===== src/rtl/krs_pkg.sv =====
// shared types, constants and register codes of the keypoint smoother
package krs_pkg;

  localparam int NumPoints = 16;
  localparam int MaxTaps   = 4;
  localparam int HistDepth = (MaxTaps > 1) ? MaxTaps - 1 : 1;
  localparam int SampleW   = 24;
  localparam int CoefW     = 16;
  localparam int CoefFrac  = 14;
  localparam int IdxW      = 4;
  localparam int TapsW     = 3;
  localparam int DataW     = 24;
  localparam int CfgIdxW   = 3;
  localparam int RowW      = (NumPoints > 1) ? $clog2(NumPoints) : 1;
  localparam int UsedW     = 2;
  localparam int HistIdxW  = (HistDepth > 1) ? $clog2(HistDepth) : 1;
  localparam int StepW     = 3;
  localparam int MacSteps  = HistDepth + 1;
  localparam int ProdW     = SampleW + CoefW;
  localparam int AccW      = ProdW + 2;
  localparam int ShW       = AccW - CoefFrac;

  typedef logic signed [SampleW-1:0] sample_t;
  typedef logic signed [CoefW-1:0]   coef_t;
  typedef sample_t [HistDepth-1:0]   axis_hist_t;
  typedef axis_hist_t [2:0]          row_t;

  localparam sample_t SampleMax   = 24'sh7fffff;
  localparam sample_t SampleMin   = 24'sh800000;
  localparam sample_t ThreshReset = -24'sd5898240;
  localparam coef_t   CoefUnity   = 16'sd16384;

  typedef struct packed {
    logic [TapsW-1:0]        taps;
    coef_t [HistDepth-1:0]   coef;
    coef_t                   coef_sample;
    sample_t                 z_thresh;
  } cfg_t;

  typedef struct packed {
    logic [IdxW-1:0]  idx;
    logic [RowW-1:0]  row;
    logic [UsedW-1:0] used;
    sample_t [2:0]    smp;
    logic             held;
  } item_t;

  typedef enum logic [CfgIdxW-1:0] {
    CfgTaps       = 3'd0,
    CfgCoefOldest = 3'd1,
    CfgCoefSecond = 3'd2,
    CfgCoefThird  = 3'd3,
    CfgCoefSample = 3'd4,
    CfgThresh     = 3'd5
  } cfg_idx_e;

  typedef enum logic [1:0] {
    BackIdle,
    BackMac,
    BackFin
  } back_state_e;

endpackage


===== src/rtl/krs_queue.sv =====
// two-entry queue of classified items between front and back
module krs_queue (
  input  logic           clk_i,
  input  logic           rst_ni,
  input  logic           push_i,
  input  krs_pkg::item_t item_i,
  input  logic           pop_i,
  output krs_pkg::item_t item_o,
  output logic           full_o,
  output logic           empty_o
);
  import krs_pkg::*;

  item_t [1:0] slot_q;
  logic        wr_ptr_q, rd_ptr_q;
  logic [1:0]  cnt_q, cnt_d;

  assign full_o  = cnt_q == 2'd2;
  assign empty_o = cnt_q == 2'd0;
  assign item_o  = slot_q[rd_ptr_q];

  always_comb begin
    cnt_d = cnt_q;
    unique case ({push_i, pop_i})
      2'b10:   cnt_d = cnt_q + 2'd1;
      2'b01:   cnt_d = cnt_q - 2'd1;
      default: cnt_d = cnt_q;
    endcase
  end

  always_ff @(posedge clk_i or negedge rst_ni) begin
    if (!rst_ni) begin
      wr_ptr_q <= 1'b0;
      rd_ptr_q <= 1'b0;
      cnt_q    <= 2'd0;
    end else begin
      cnt_q <= cnt_d;
      if (push_i) wr_ptr_q <= !wr_ptr_q;
      if (pop_i)  rd_ptr_q <= !rd_ptr_q;
    end
  end

  always_ff @(posedge clk_i) begin
    if (push_i) slot_q[wr_ptr_q] <= item_i;
  end

endmodule


===== config.mk =====
export PLATFORM = sky130hd
export DESIGN_NAME = krs_queue
export DESIGN_NICKNAME = d
export VERILOG_FILES = /design/src/rtl/krs_pkg.sv /design/src/rtl/krs_queue.sv
export SDC_FILE = /design/constraint.sdc
export NUM_CORES = 1
export LEC_CHECK = 0
export ABC_AREA = 1
export BUFFER_PORTS_ARGS = -buffer_cell sky130_fd_sc_hd__buf_2
export CORE_MARGIN = 8
export CORE_UTILIZATION = 52
export CTS_BUF_LIST = sky130_fd_sc_hd__clkbuf_16
export CTS_CLUSTER_SIZE = 10
export DETAILED_ROUTE_END_ITERATION = 12
export PLACE_DENSITY = 0.79
export SYNTH_ARGS = -nofsm -noshare
export SYNTH_HDL_FRONTEND = slang
export SYNTH_SLANG_ARGS = --single-unit
export TNS_END_PERCENT = 100

===== constraint.sdc =====
create_clock -name clk_i -period 6.1 [get_ports clk_i]
set_input_delay 0 -clock clk_i [delete_from_list [all_inputs] [get_ports clk_i]]
set_output_delay 0 -clock clk_i [all_outputs]
set_load 0.01 [all_outputs]

# Yosys cells after proc, flatten, opt, wreduce, memory -nomap -nowiden
# Cells that the tools add are included.
dict set report word_totals {
  register_bits 170
  latch_bits 0
  mem_bits_rw 0
  mem_bits_ro 0
  in_bits 87
  out_inout_bits 85
  wordCells 36
  n_memories 0
}
dict set report classes {
  add_sub_neg 2
  multipliers 0
  n_div 0
  magnitude_cmp 3
  eq_ne 3
  shifts 0
  mux 6
  n_bitwise 0
  n_reduce_logical 5
}
# cell n
set op_table {}
lappend op_table {{83-bit 2-to-1 mux} 3}
lappend op_table {{166-bit bitwise mux} 1}
lappend op_table {{83-bit demux with 1-bit select} 1}
lappend op_table {{2-bit == test, second input constant} 2}
lappend op_table {{1-bit by 2-bit < comparator with 1-bit output, second input constant} 2}
lappend op_table {{2-bit case mux with 2 select lines} 1}
lappend op_table {{2-bit by 1-bit adder with 2-bit output, second input constant} 1}
lappend op_table {{2-bit by 1-bit == test with 1-bit output, second input constant} 1}
lappend op_table {{1-bit zero test} 2}
lappend op_table {{2-bit zero test} 1}
lappend op_table {{2-bit nonzero test} 1}
lappend op_table {{2-bit by 1-bit subtractor with 2-bit output, second input constant} 1}
lappend op_table {{1-bit >= comparator, second input constant} 1}
lappend op_table {{1-bit logical AND} 1}

# Longest topological paths before layout
dict set report depth {
  word_depth 5
  ltp_mapped 7
  depth_no_buf 7
}

# Least setup slack after synthesis
# No wires, ideal clock.
dict set report synth_path {
  path_kind {flip-flop to flip-flop}
  from {register, netlist name wr_ptr_q}
  to {register slot_q[0] in the netlist's numbering (enable)}
  setup_ns 0.527
  arrival_time_ns 3.872
  required_ns 5.573
  setup_slack_ns 1.701
  path_stages_with_launch 2
  synth_period_minus_slack_ns 4.399
  cell_sequence {dfrtp_1 nor2_1}
}
# item line
set synth_rtl {}
lappend synth_rtl {{end signal, assigned by index} krs_queue.sv:44} ;# if (push_i) slot_q[wr_ptr_q] <= item_i;
lappend synth_rtl {{end, declared} krs_queue.sv:14} ;# item_t [1:0] slot_q;

==> results.yml <==
outcome:
  outcome: "complete, no violations"
timing:
  worstMarginPinSlew_ns: 0.961
  clock_skew_ns: 0.00415
  setup_tns_ns: 0
  finalHoldViolCount: 0
  fin_crit_ns: 2.51
  finalSetupViolCount: 0
  rsz0062_at_grt: "no"
  fin_crit_sh: 0.412
  clock.fmax_ghz: 0.398
  worst_slew_margin_rel: 0.359
  drv_slew: 0
clock_tree:
  h-tree-depth: 4
  clock-sinks: 170
  cts_made_buffers: 17
  clockBufferDepth: 2
  cts.clk_slew.worst_paths_ns: 0.06
  post_cts_buffers: 0
  cts_tree: "done"
  cts_resized: 0
  clock_latency_ns: 0.42
  cts_root_buffer: "clkbuf_16"
routing:
  drc: 0
  drt_iter0_drc: 366
  drtPass1Iterations: 5
  routedWlPerCell_um: 16.2
  viasPerCell: 4.82
  routed_wl_um: 14200
  ant_nets: 0
  vias: 4235
critical_path:
  endpoint_kind: "output pin"
  start_kind: "flip-flop"
  cpMaxStageDelayCell: "buf_4"
  cpPeakStageDelay_ns: 0.77
  cp_max_fo: 116
  arrival_ns: 2.51
  worstPathRequired_ns: 6.10
  crit_type: "reg -> out"
  path_cells: "buf_4 -> nand2_1 -> o21ai_0 -> buf_2"
finish:
  nets: 807
  area_growth_pct: 37.6
  diodes: 0
  fin_util: 0.729
  drive_gt1_frac: 0.276
synth:
  syn_area_sq_um: 6340
  syn-num-nets: 545
  yosys_warnings: 0
  ys_ff_latch: 170
  syn_avg_cell_area_sq_um: 13.9
  ys_types: 14
  ys_seq_area_frac: 0.802
  syn_inst: 457
power_and_ir_drop:
  pwr_density_cell_nw_per_um2: 423
  ir_worst_vdd_mv: 0.292
  power_leakage_nw: 3.76
die:
  die_h_um: 126
  ios: 172
  initial_core_util: 0.530
  die_area_sq_um: 16000
  dieWidth_um: 126
  core_sq_um: 12000
  std_cell_rows: 40
global_route:
  antenna_found_initial: 0
  grt_max_degree: 117
  grtUsageTotal: 0.185
  grt_overflow: 0
  grt_pass1_wl_um: 22900
  grt_pass1_vias: 4551
job:
  cap_violations: 0
place:
  gp_congestion: 0.736
  numPortBuffers: 171
  place_hpwl_um: 8590
min_path:
  hold_class: "in -> reg"
repair_timing:
item	in CTS	in global routing
endpoints found under the setup margin	0	0
hold endpoints to repair	173	0
hold buffers	87	0
synth_stat cells:
| master | count | area (sq um) |
|---|---|---|
| buf_2 | 6 | 30.0 |
| buf_4 | 10 | 75.1 |
| clkbuf_1 | 2 | 7.51 |
| dfrtp_1 | 4 | 100 |
| edfxtp_1 | 166 | 4980 |
| ha_1 | 1 | 12.5 |
| inv_1 | 89 | 334 |
| nand2_1 | 88 | 330 |
| nand3_1 | 1 | 5.00 |
| nand4_1 | 1 | 6.26 |
| nor2_1 | 3 | 11.3 |
| o21ai_0 | 83 | 415 |
| xnor2_1 | 1 | 8.76 |
| xor2_1 | 2 | 17.5 |
final timing paths:
kind | from | endpoint | slack (ns) | depth (start not counted)
max | rd_ptr_q$_DFFE_PN0P_ | item_o[10] | 3.59 | 4
min | item_i[66] | slot_q[149]$_DFFE_PP_ | 0.30 | 2
max reg2reg | wr_ptr_q$_DFFE_PN0P_ | slot_q[9]$_DFFE_PP_ | 4.05 | 2
min reg2reg | wr_ptr_q$_DFFE_PN0P_ | wr_ptr_q$_DFFE_PN0P_ | 0.55 | 1
max in group asynchronous | rst_ni | rd_ptr_q$_DFFE_PN0P_ | 5.36 | 3
min in group asynchronous | rst_ni | cnt_q[0]$_DFFE_PN0P_ | 0.52 | 3
cell families after synthesis:
group	after synthesis	synth area share
XOR/XNOR	3	0.00415
buffers and inverters	107	0.0705
AND/OR/NAND/NOR	93	0.0557
flip-flops	170	0.802
AO/OA/AOI/OAI	83	0.0655
adder cells (fa/ha/maj)	1	0.00197
area by class of cell:
class                   count  area, sq um
repair buffers            261         1750
multi-input cells         180          815
clock buffers              17          425
inverters                  89          335
fillers                   724         3240
flip-flops and latches    170         5090
clock inverters            15          124
well taps                 147          184
layout by cell type (no fill, tap or decap):
| cell type | netlist | routed |
|---|---|---|
| ha_1 | 1 | 1 |
| clkbuf_16 | 0 | 17 |
| buf_2 | 6 | 171 |
| edfxtp_1 | 166 | 166 |
| nand4_1 | 1 | 1 |
| nand2_1 | 88 | 88 |
| xor2_1 | 2 | 2 |
| clkinv_1 | 0 | 2 |
| nand3_1 | 1 | 1 |
| dfrtp_1 | 4 | 3 |
| dlygate4sd3_1 | 0 | 87 |
| clkinvlp_4 | 0 | 3 |
| bufinv_16 | 0 | 2 |
| dfrtp_4 | 0 | 1 |
| clkinv_2 | 0 | 4 |
| nor2_1 | 3 | 2 |
| inv_1 | 89 | 93 |
| nor2_4 | 0 | 1 |
| xnor2_1 | 1 | 1 |
| o21ai_0 | 83 | 83 |
| buf_4 | 10 | 3 |
worst max-delay path: cells and delay by family (launching register included):
family,cells,cell delay (ns)
buffers and inverters,2,0.97
flip-flops,1,0.71
AO/OA/AOI/OAI,1,0.17
AND/OR/NAND/NOR,1,0.16
where the power goes:
group | switching, mW | internal [mW] | leakage [nW]
registers | 0.105 | 1.56 | 1.60
clock network | 0.402 | 0.588 | 0.280
logic | 0.671 | 0.367 | 1.88
total | 1.18 | 2.51 | 3.76
sequential cells by signal (all words and copies together) (netlist names):
| signal | flops |
|---|---|
| cnt_q | 2 |
| rd_ptr_q | 1 |
| slot_q | 166 |
| wr_ptr_q | 1 |
per-layer routing:
layer / track usage / wire [um] / vias to the layer above
met5: 0 / 0 / -
met4: 0.0800 / 233 / 0
met3: 0.0716 / 1380 / 19
met2: 0.310 / 7020 / 186
met1: 0.206 / 5590 / 1969
li1: - / - / 2061
per-stage QoR:
| stage | std cells | instance area (sq um) | setup slack [ns] | hold slack [ns] | power [mW] |
|---|---|---|---|---|---|
| 6_report | 879 | 8720 | 3.59 | 0.300 | 3.69 |
| 5_1_grt | 879 | 8720 | 3.35 | 0.298 | 3.89 |
| 4_1_cts | 879 | 8720 | 3.61 | 0.277 | 3.71 |
| 3_5_place_dp | 760 | 7300 | 4.02 | -0.182 | 2.68 |
| 3_3_place_gp | 760 | 7300 | 4.08 | -0.184 | 2.64 |
| 2_1_floorplan | 457 | 6340 | 1.70 | -0.296 | 2.26 |
(Power assumes the default switching activity.)
