`config.mk`:
```
export PLATFORM = sky130hd
export DESIGN_NAME = krs_front
export DESIGN_NICKNAME = d
export VERILOG_FILES = /design/src/rtl/krs_pkg.sv /design/src/rtl/krs_front.sv
export SDC_FILE = /design/constraint.sdc
export NUM_CORES = 1
export LEC_CHECK = 0
export ABC_AREA = 0
export ABC_CLOCK_PERIOD_IN_PS = 1580
export BUFFER_PORTS_ARGS = -buffer_cell sky130_fd_sc_hd__clkbuf_2
export CORE_AREA = 2 2 99 101
export DETAILED_ROUTE_END_ITERATION = 8
export DIE_AREA = 0 0 101 103
export GPL_TIMING_DRIVEN = 0
export PLACE_DENSITY_LB_ADDON = 0.12
export SYNTH_ARGS = -nofsm -noshare
export SYNTH_HDL_FRONTEND = slang
export SYNTH_SLANG_ARGS = --single-unit
```
`constraint.sdc`:
```
create_clock -name vclk -period 1.58
set_input_delay 0.158 -clock vclk [all_inputs]
set_output_delay 0.158 -clock vclk [all_outputs]
set_load 0.02 [all_outputs]
```
`src/rtl/krs_pkg.sv`:
```
// shared types, constants and register codes of the keypoint smoother
package krs_pkg;

  localparam int NumPoints = 16;
  localparam int MaxTaps   = 4;
  localparam int HistDepth = (MaxTaps > 1) ? MaxTaps - 1 : 1;
  localparam int SampleW   = 24;
  localparam int CoefW     = 16;
  localparam int CoefFrac  = 14;
  localparam int IdxW      = 4;
  localparam int TapsW     = 3;
  localparam int DataW     = 24;
  localparam int CfgIdxW   = 3;
  localparam int RowW      = (NumPoints > 1) ? $clog2(NumPoints) : 1;
  localparam int UsedW     = 2;
  localparam int HistIdxW  = (HistDepth > 1) ? $clog2(HistDepth) : 1;
  localparam int StepW     = 3;
  localparam int MacSteps  = HistDepth + 1;
  localparam int ProdW     = SampleW + CoefW;
  localparam int AccW      = ProdW + 2;
  localparam int ShW       = AccW - CoefFrac;

  typedef logic signed [SampleW-1:0] sample_t;
  typedef logic signed [CoefW-1:0]   coef_t;
  typedef sample_t [HistDepth-1:0]   axis_hist_t;
  typedef axis_hist_t [2:0]          row_t;

  localparam sample_t SampleMax   = 24'sh7fffff;
  localparam sample_t SampleMin   = 24'sh800000;
  localparam sample_t ThreshReset = -24'sd5898240;
  localparam coef_t   CoefUnity   = 16'sd16384;

  typedef struct packed {
    logic [TapsW-1:0]        taps;
    coef_t [HistDepth-1:0]   coef;
    coef_t                   coef_sample;
    sample_t                 z_thresh;
  } cfg_t;

  typedef struct packed {
    logic [IdxW-1:0]  idx;
    logic [RowW-1:0]  row;
    logic [UsedW-1:0] used;
    sample_t [2:0]    smp;
    logic             held;
  } item_t;

  typedef enum logic [CfgIdxW-1:0] {
    CfgTaps       = 3'd0,
    CfgCoefOldest = 3'd1,
    CfgCoefSecond = 3'd2,
    CfgCoefThird  = 3'd3,
    CfgCoefSample = 3'd4,
    CfgThresh     = 3'd5
  } cfg_idx_e;

  typedef enum logic [1:0] {
    BackIdle,
    BackMac,
    BackFin
  } back_state_e;

endpackage

```
`src/rtl/krs_front.sv`:
```
// input side: takes an item, flags invalid samples and clamps the tap count
module krs_front (
  input  logic                    in_valid_i,
  output logic                    in_ready_o,
  input  logic [3:0]              point_index_i,
  input  logic signed [23:0]      sample_x_i,
  input  logic signed [23:0]      sample_y_i,
  input  logic signed [23:0]      sample_z_i,
  input  krs_pkg::cfg_t           cfg_i,
  input  logic                    q_full_i,
  output logic                    push_o,
  output krs_pkg::item_t          item_o
);
  import krs_pkg::*;

  assign in_ready_o = !q_full_i;
  assign push_o     = in_valid_i && !q_full_i;

  always_comb begin
    item_o.idx    = point_index_i;
    item_o.row    = RowW'(point_index_i % NumPoints);
    item_o.smp[0] = sample_x_i;
    item_o.smp[1] = sample_y_i;
    item_o.smp[2] = sample_z_i;
    item_o.held   = $signed(sample_z_i) < $signed(cfg_i.z_thresh);
    // zero taps acts as one, anything above the maximum as the maximum
    priority if (cfg_i.taps == '0) begin
      item_o.used = '0;
    end else if (cfg_i.taps > TapsW'(MaxTaps)) begin
      item_o.used = UsedW'(MaxTaps - 1);
    end else begin
      item_o.used = UsedW'(cfg_i.taps - TapsW'(1));
    end
  end

endmodule

```
# Word-level counts from Yosys, hierarchy flattened
# Index checks and enable logic that the tools add are counted.
# W data, S select, Z words.
[totals]
ff_bits = 0
input_bits = 169
output_inout_bits = 85
elab_cells = 8
[classes]
addsub = 1
magnitude_cmp = 2
muxes = 2
reduce_logical = 3
[ops]
columns = ["operator", "n"]
rows = [
  ["$lt A24 B24 Y1", 1],
  ["$mux W2", 2],
  ["$gt A3 B3 Y1 const B", 1],
  ["$logic_not A3 Y1", 1],
  ["$sub A2 B1 Y2 const B", 1],
  ["$logic_and A1 B1 Y1", 1],
  ["$logic_not A1 Y1", 1],
]

# Depth between registers and ports, before layout
# Gate-level depths: netlist of the first run.
[depth]
depth_word = 3
mapped_depth = 7
depth_no_buf = 7

# Least setup slack after synthesis of the first run
# OpenSTA, ideal clock, no wires.
[synth_path]
path_type = "input to output"
startpoint = "in cfg_i[17] (netlist bit)"
endpoint = "out item_o[0] (netlist bit)"
t_arrival_ns = 1.627
required_ns = 1.422
slack_ns = -0.205
cell_stages = 7
path_buffers = 0
cell_sequence = "inv_1 > ha_1 > a211oi_2 > nor3_1 > a211oi_2 > nand3_1 > o32ai_1"
[synth_lines]
columns = ["element", "line_no", "rtl"]
rows = [
  ["from (decl)", "krs_front.sv:9", "input krs_pkg::cfg_t cfg_i,"],
  ["to (decl)", "krs_front.sv:12", "output krs_pkg::item_t item_o"],
]

==> reports/results.ini, run 1 <==
[global_routing]
antenna_found_initial = 0
grt.overflow.total = 0
grt_pass1_vias = 1221
grt_pass1_wl_um = 4930
grt_max_degree = 4
grtUsageTotal_pct = 5.50

[die]
ioPinCount = 254
die-area_um2 = 10400
core_um2 = 9460
num_rows = 36
die_w_um = 101
initial_utilization_pct = 13.2
die_h_um = 103

[synthesis]
post_synth.cell_area_avg_um2 = 7.26
synthesis.area_um2 = 1250
yosys_warnings = 0
synth_nets = 365
yosysUniqueCellTypes = 19
synthCells = 172
ys_seq_area_share_pct = 0

[routing]
wl_um = 3380
ant_nets = 0
drt_iter0_drc = 7
via_per_inst = 3.32
drtPass1Iterations = 4
vias = 1415
drc = 0
wl_per_cell_um = 7.94

[layout]
fillers = 1060
multi_input_area_um2 = 821
final_cell_mix = clkbuf_2, buf_4, inv_1
ff_latch_area_um2 = 0
drive_gt1_share_pct = 83.7
n_sequential_cell = 0
syn_to_final_growth_pct = 93.3
final_common_cell = clkbuf_2
design_area_um2 = 2410
clkbuf_count = 0
instances_no_fill = 426
antennaDiodeCount = 0
fin_nets = 507

[power_and_ir_drop]
power.density_nw_per_um2 = 309
p_switching_uw = 366
seq_power_share_pct = 0
combinationalPowerShare_pct = 100.0
clockPowerShare_pct = 0
vdd_ir_drop_max_mv = 0.0915
intPower_uw = 380
netSwitchingFraction_pct = 49.1
power_leakage_nw = 1.38

[sta]
fin_crit_ps = 1710
finalCritPeriodShare_pct = 108
setup_violations = 1
relSlewSlack_pct = 78.3
fmax_mhz = 585
finalHoldViolations = 0
max_slew.worst_pin.slew_ps = 326
rsz0062_at_grt = yes
fin_ws_ps = -129
drv_slew = 0

[worst_setup_path]
cp-end-kind = output pin
criticalPathCategory = primary input to output pin
worst_ep_required_time_ps = 1420
worst_ep_arrival_time_ps = 1550
crit_fanout = 2
crit_path_start_kind = primary input

[run]
drv_cap = 0

[placed_design]
hpwl_um = 3330
post_dp_cell_area_um2 = 2220
gp_congestion = 0.594
dp.cells = 424
io_buffer_count = 138

[clocking]
holdBufCountCts = 0

[run_status]
status = finished with violations
violations = negative setup slack

[min_path]
hp-class = primary input to output pin
whs_endpoint = item_o[30]
hold-path-cell-count = 2
min_from = sample_y_i[5]

-- final cells by class --
| class | count | share of cell area (%) |
|---|---|---|
| multi-input combinational | 65 | 34.0 |
| timing repair buffer | 140 | 30.4 |
| buffer | 80 | 24.9 |
| tap | 114 | 5.91 |
| inverter | 27 | 4.82 |
-- how the worst max path moves through the flow --
stage | endpoint | from | depth (start not counted) | slack (ps)
2_1_floorplan | item_o[0] | cfg_i[23] | 7 | -10
3_3_place_gp | item_o[0] | cfg_i[23] | 9 | -440
3_5_place_dp | item_o[0] | cfg_i[23] | 9 | -440
4_1_cts | item_o[0] | cfg_i[2] | 9 | -170
5_1_grt | item_o[0] | cfg_i[16] | 9 | -210
6_report | item_o[0] | cfg_i[9] | 9 | -130
-- Yosys cell counts, drive strengths merged --
| cell | n | area share [%] |
|---|---|---|
| buf | 80 | 48 |
| ha | 24 | 24 |
| a2111oi | 1 | 1.2 |
| nor3 | 2 | 0.80 |
| a211oi | 3 | 2.6 |
| o21bai | 2 | 1.2 |
| o21ai | 5 | 2.0 |
| nand2 | 6 | 1.8 |
| o32ai | 1 | 0.70 |
| a21o | 1 | 0.60 |
| a21oi | 7 | 2.8 |
| nand4 | 3 | 2.0 |
| inv | 27 | 8.1 |
| nor2b | 2 | 1.0 |
| nand3 | 4 | 1.6 |
| nor2 | 4 | 1.4 |
-- logic make-up (layout without fill, tap and decap cells) --
logic type	count (synthesis)	in the layout	synth area share, %
AO/OA/AOI/OAI	20	20	11.1
adder cells (fa/ha/maj)	24	24	24.0
buffers and inverters	107	247	56.2
AND/OR/NAND/NOR	21	21	8.62
-- layer usage --
| metal | wire (um) | track usage [%] | vias to the layer above |
|---|---|---|---|
| met3 | 341 | 0.407 | 0 |
| met4 | 0 | 0 | 0 |
| met5 | 0 | 0 | - |
| met2 | 1830 | 10.9 | 81 |
| li1 | - | - | 756 |
| met1 | 1210 | 6.85 | 578 |
-- through the flow --
stage	setup slack (ps)	utilization (%)	power, mW	hold WS, ps	TNS [ps]
floorplan	-12.7	-	0.466	393	-12.7
global placement	-442	23.5	0.685	541	-442
detailed placement	-444	23.5	0.687	540	-444
CTS	-168	24.9	0.735	540	-168
global route	-211	25.5	0.826	543	-211
finish	-129	25.5	0.746	539	-129
-- critical path, cell delays in order --
cell	delay [ps]
clkbuf_2	80
inv_1	80
ha_4	200
a211oi_2	200
nor2_1	90
nor3_2	220
nor2_2	70
o32ai_4	260
clkbuf_8	190
-- timing repair --
action | CTS | global route
setup endpoints to repair | 1 | 1
buffers inserted | 2 | 0
gates resized for setup | 22 | 12
pin swaps | 14 | 5
-- power by group through the flow --
stage                     clock, mW  combinational [mW]  sequential [mW]
after detailed placement          0               0.687                0
after global routing              0               0.826                0
after floorplan                   0               0.466                0
after global placement            0               0.685                0
final                             0               0.746                0
after CTS                         0               0.735                0
Note: power is estimated with default switching activity, not from simulation.
==> run 2: changes to the inputs <==
--- a/config.mk
+++ b/config.mk
@@ -12,7 +12,6 @@
 export DETAILED_ROUTE_END_ITERATION = 8
 export DIE_AREA = 0 0 101 103
 export GPL_TIMING_DRIVEN = 0
-export PLACE_DENSITY_LB_ADDON = 0.12
 export SYNTH_ARGS = -nofsm -noshare
 export SYNTH_HDL_FRONTEND = slang
 export SYNTH_SLANG_ARGS = --single-unit
==> reports/results.ini, run 2 (synthesized netlist as in run 1, its figures left out) <==
[run_status]
status = finished with violations
violations = negative setup slack

[routing]
wl_per_cell_um = 8.86
ant_nets = 0
via_per_inst = 3.51
drt_iter0_drc = 6
drc = 0
vias = 1501
drtPass1Iterations = 2
wl_um = 3790

[global_routing]
grt_max_degree = 4
antenna_found_initial = 0
grt.overflow.total = 0
grt_pass1_vias = 1138
grtUsageTotal_pct = 5.37
grt_pass1_wl_um = 4660

[die]
ioPinCount = 254
die_w_um = 101
num_rows = 36
core_um2 = 9460
die-area_um2 = 10400
initial_utilization_pct = 13.2
die_h_um = 103

[placed_design]
hpwl_um = 3540
gp_congestion = 0.629
io_buffer_count = 138

[power_and_ir_drop]
power_leakage_nw = 1.41
vdd_ir_drop_max_mv = 0.112
p_total_uw = 775
power.density_nw_per_um2 = 312

[layout]
syn_to_final_growth_pct = 98.9
final_common_cell = clkbuf_2
n_sequential_cell = 0
drive_gt1_share_pct = 85.0
final_cell_mix = clkbuf_2, buf_4, inv_1
clkbuf_count = 0
antennaDiodeCount = 0
ff_latch_area_um2 = 0
fillers = 1026
fin_nets = 509
final_core_util_pct = 26.3

[sta]
rsz0062_at_grt = yes
finalHoldViolations = 0
fin_ws_ps = -142
max_slew.worst_pin.slew_ps = 364
finalCritPeriodShare_pct = 109
fin_crit_ps = 1720
setup_violations = 1
relSlewSlack_pct = 75.8
drv_slew = 0
fmax_mhz = 581
holdWs_ps = 539

[worst_setup_path]
criticalPathCategory = primary input to output pin
cp_slowest_cell = o32ai_4
cp-end-kind = output pin
max_stage_delay_ps = 270
crit_fanout = 2
cp_cell_sequence = buf_6 -> inv_4 -> ha_4 -> nand4_1 -> nor2_4 -> a211oi_2 -> nand3_1 -> o32ai_4 -> clkbuf_8
worst_ep_required_time_ps = 1420
worst_ep_arrival_time_ps = 1560
crit_path_start_kind = primary input

[min_path]
hp-class = primary input to output pin

[clocking]
holdBufCountCts = 0

[run]
drv_cap = 0

## run 2: cell count changes in the layout (fill, tap and decap cells not counted), sizes merged
cell | previous run | this run
buf | 85 | 93
clkbuf | 135 | 129
## run 2: final cells by class
| cell class | count | area [um^2] | share of cell area [%] |
|---|---|---|---|
| plain buffers | 80 | 601 | 24.2 |
| inverters | 27 | 121 | 4.89 |
| multi-input cells | 65 | 837 | 33.7 |
| well taps | 114 | 143 | 5.74 |
| repair buffers | 142 | 782 | 31.5 |
## run 2: final timing paths
check      startpoint          to  slack, ps  cells past startpoint
max         cfg_i[18]   item_o[0]       -140                      9
min    sample_y_i[21]  item_o[46]        540                      2
## run 2: where the power goes
group          internal [mW]  switching (mW)
Sequential                 0               0
Combinational          0.397           0.378
Clock                      0               0
Total                  0.397           0.378
## run 2: routing by layer
metal / global-route usage [%] / vias to the layer above / part of all wire (%)
met5: 0 / - / 0
met3: 0.136 / 0 / 9.5
met2: 11.0 / 93 / 55
met4: 0 / 0 / 0
li1: - / 761 / -
met1: 6.56 / 647 / 36
## run 2: worst max-delay path: cells and delay by family
kind            cells  cell delay [ps]
compound gates      2              510
simple gates        3              350
buf+inv             3              340
fa+ha+maj           1              200
## run 2: repair_timing
action	in CTS	in global routing
endpoints found under the hold margin	0	0
setup endpoints to repair	1	1
resized for setup	19	35
cloned	0	0
pin swaps	15	15
buffers inserted	2	2
## run 2: through the flow
step / setup TNS (ps) / worst slack, ps / area (um^2) / instances
after detailed placement: -533 / -533 / 2220 / 424
after global routing: -253 / -253 / 2480 / 428
after global placement: -513 / -513 / 2220 / 424
after floorplan: -12.7 / -12.7 / 1390 / 172
after CTS: -226 / -226 / 2330 / 426
final: -142 / -142 / 2480 / 428
==> run 3: changes to the inputs <==
--- a/config.mk
+++ b/config.mk
@@ -11,7 +11,6 @@
 export CORE_AREA = 2 2 99 101
 export DETAILED_ROUTE_END_ITERATION = 8
 export DIE_AREA = 0 0 101 103
-export GPL_TIMING_DRIVEN = 0
 export SYNTH_ARGS = -nofsm -noshare
 export SYNTH_HDL_FRONTEND = slang
 export SYNTH_SLANG_ARGS = --single-unit
==> reports/results.ini, run 3 (synthesized netlist as in run 1, its figures left out) <==
[layout]
multi_input_area_um2 = 870
drive_gt1_share_pct = 78.5
design_area_um2 = 1680
clkbuf_count = 0
syn_to_final_growth_pct = 34.2
fillers = 1063
n_sequential_cell = 0
fin_nets = 381
final_cell_mix = clkbuf_2, ha_4, inv_2, inv_1, buf_4
antennaDiodeCount = 0
ff_latch_area_um2 = 0
final_common_cell = clkbuf_2
instances_no_fill = 300

[clocking]
holdBufCountCts = 0

[min_path]
whs_endpoint = item_o[10]
min_from = sample_x_i[9]
hold-path-cell-count = 0
hp-class = primary input to output pin

[placed_design]
dp.cells = 298
place_ws_ps = -365
io_buffer_count = 82
post_dp_cell_area_um2 = 1420
gp_congestion = 0.642
hpwl_um = 2700

[sta]
relSlewSlack_pct = 83.4
holdWs_ps = 316
finalCritPeriodShare_pct = 110
setup_violations = 1
fmax_mhz = 576
drv_slew = 0
finalHoldViolations = 0
fin_ws_ps = -157
rsz0062_at_grt = yes
max_slew.worst_pin.slew_ps = 248
fin_crit_ps = 1740

[die]
ioPinCount = 254
die_h_um = 103
die_w_um = 101
initial_utilization_pct = 13.2
num_rows = 36
die-area_um2 = 10400
core_um2 = 9460

[global_routing]
grt.overflow.total = 0
grt_pass1_vias = 878
grtUsageTotal_pct = 4.63
antenna_found_initial = 0
grt_pass1_wl_um = 3960
grt_max_degree = 4

[routing]
wl_per_cell_um = 9.86
drc = 0
vias = 1033
ant_nets = 0
drtPass1Iterations = 2
via_per_inst = 3.44
drt_iter0_drc = 6
wl_um = 2960

[worst_setup_path]
worst_ep_arrival_time_ps = 1580
crit_path_start_kind = primary input
worst_ep_required_time_ps = 1420
cp_slowest_cell = o32ai_4
cp_cell_sequence = clkbuf_2 -> inv_2 -> ha_4 -> nand4_1 -> nor2_4 -> a211oi_2 -> nand3_2 -> o32ai_4 -> clkbuf_8
path_buf_inv = 3
cp_num_cells = 9
cp_top_family = compound AO/OA/AOI/OAI gates
max_stage_delay_ps = 280
criticalPathCategory = primary input to output pin
startpoint = cfg_i[19]
crit_fanout = 2
cp-end-kind = output pin

[power_and_ir_drop]
p_total_uw = 482
p_switching_uw = 244
clockPowerShare_pct = 0
intPower_uw = 238
seq_power_share_pct = 0
combinationalPowerShare_pct = 100.0
power.density_nw_per_um2 = 288
netSwitchingFraction_pct = 50.5
power_leakage_nw = 0.813
vdd_ir_drop_max_mv = 0.104

[run]
drv_cap = 0

[run_status]
violations = negative setup slack
status = finished with violations

## run 3: repair_timing
action                                 4_1_cts  5_1_grt
buffers inserted                             1        1
resized for setup                           28       18
setup endpoints to repair                    1        1
pin swaps                                   14       14
endpoints found under the hold margin        0        0
## run 3: power groups by stage
stage                     clock network, mW  registers, mW  logic (mW)
final                                     0              0       0.482
after global routing                      0              0       0.533
after detailed placement                  0              0       0.399
after floorplan                           0              0       0.466
after global placement                    0              0       0.391
after CTS                                 0              0       0.450
## run 3: worst max path at each step
stage / end
2_1_floorplan: item_o[0]
3_3_place_gp: item_o[0]
3_5_place_dp: item_o[0]
4_1_cts: item_o[0]
5_1_grt: item_o[0]
6_report: item_o[0]
## run 3: metrics by stage
stage,setup TNS (ps),util [%]
floorplan,-12.7,-
global placement,-344,15.0
detailed placement,-365,15.0
CTS,-213,16.7
global route,-218,17.7
finish,-157,17.7
## run 3: layout make-up
type	count	area share [%]
Multi-Input combinational cell	65	51.9
Inverter	27	6.80
Tap cell	114	8.51
Timing Repair Buffer	94	32.8
## run 3: per-layer routing
metal / share of wire (%) / GRT usage, % / up-vias
met5: 0 / 0 / -
met4: 0.68 / 0.624 / 0
met3: 9.3 / 0.610 / 4
met2: 50 / 8.87 / 59
met1: 40 / 5.64 / 464
li1: - / - / 506
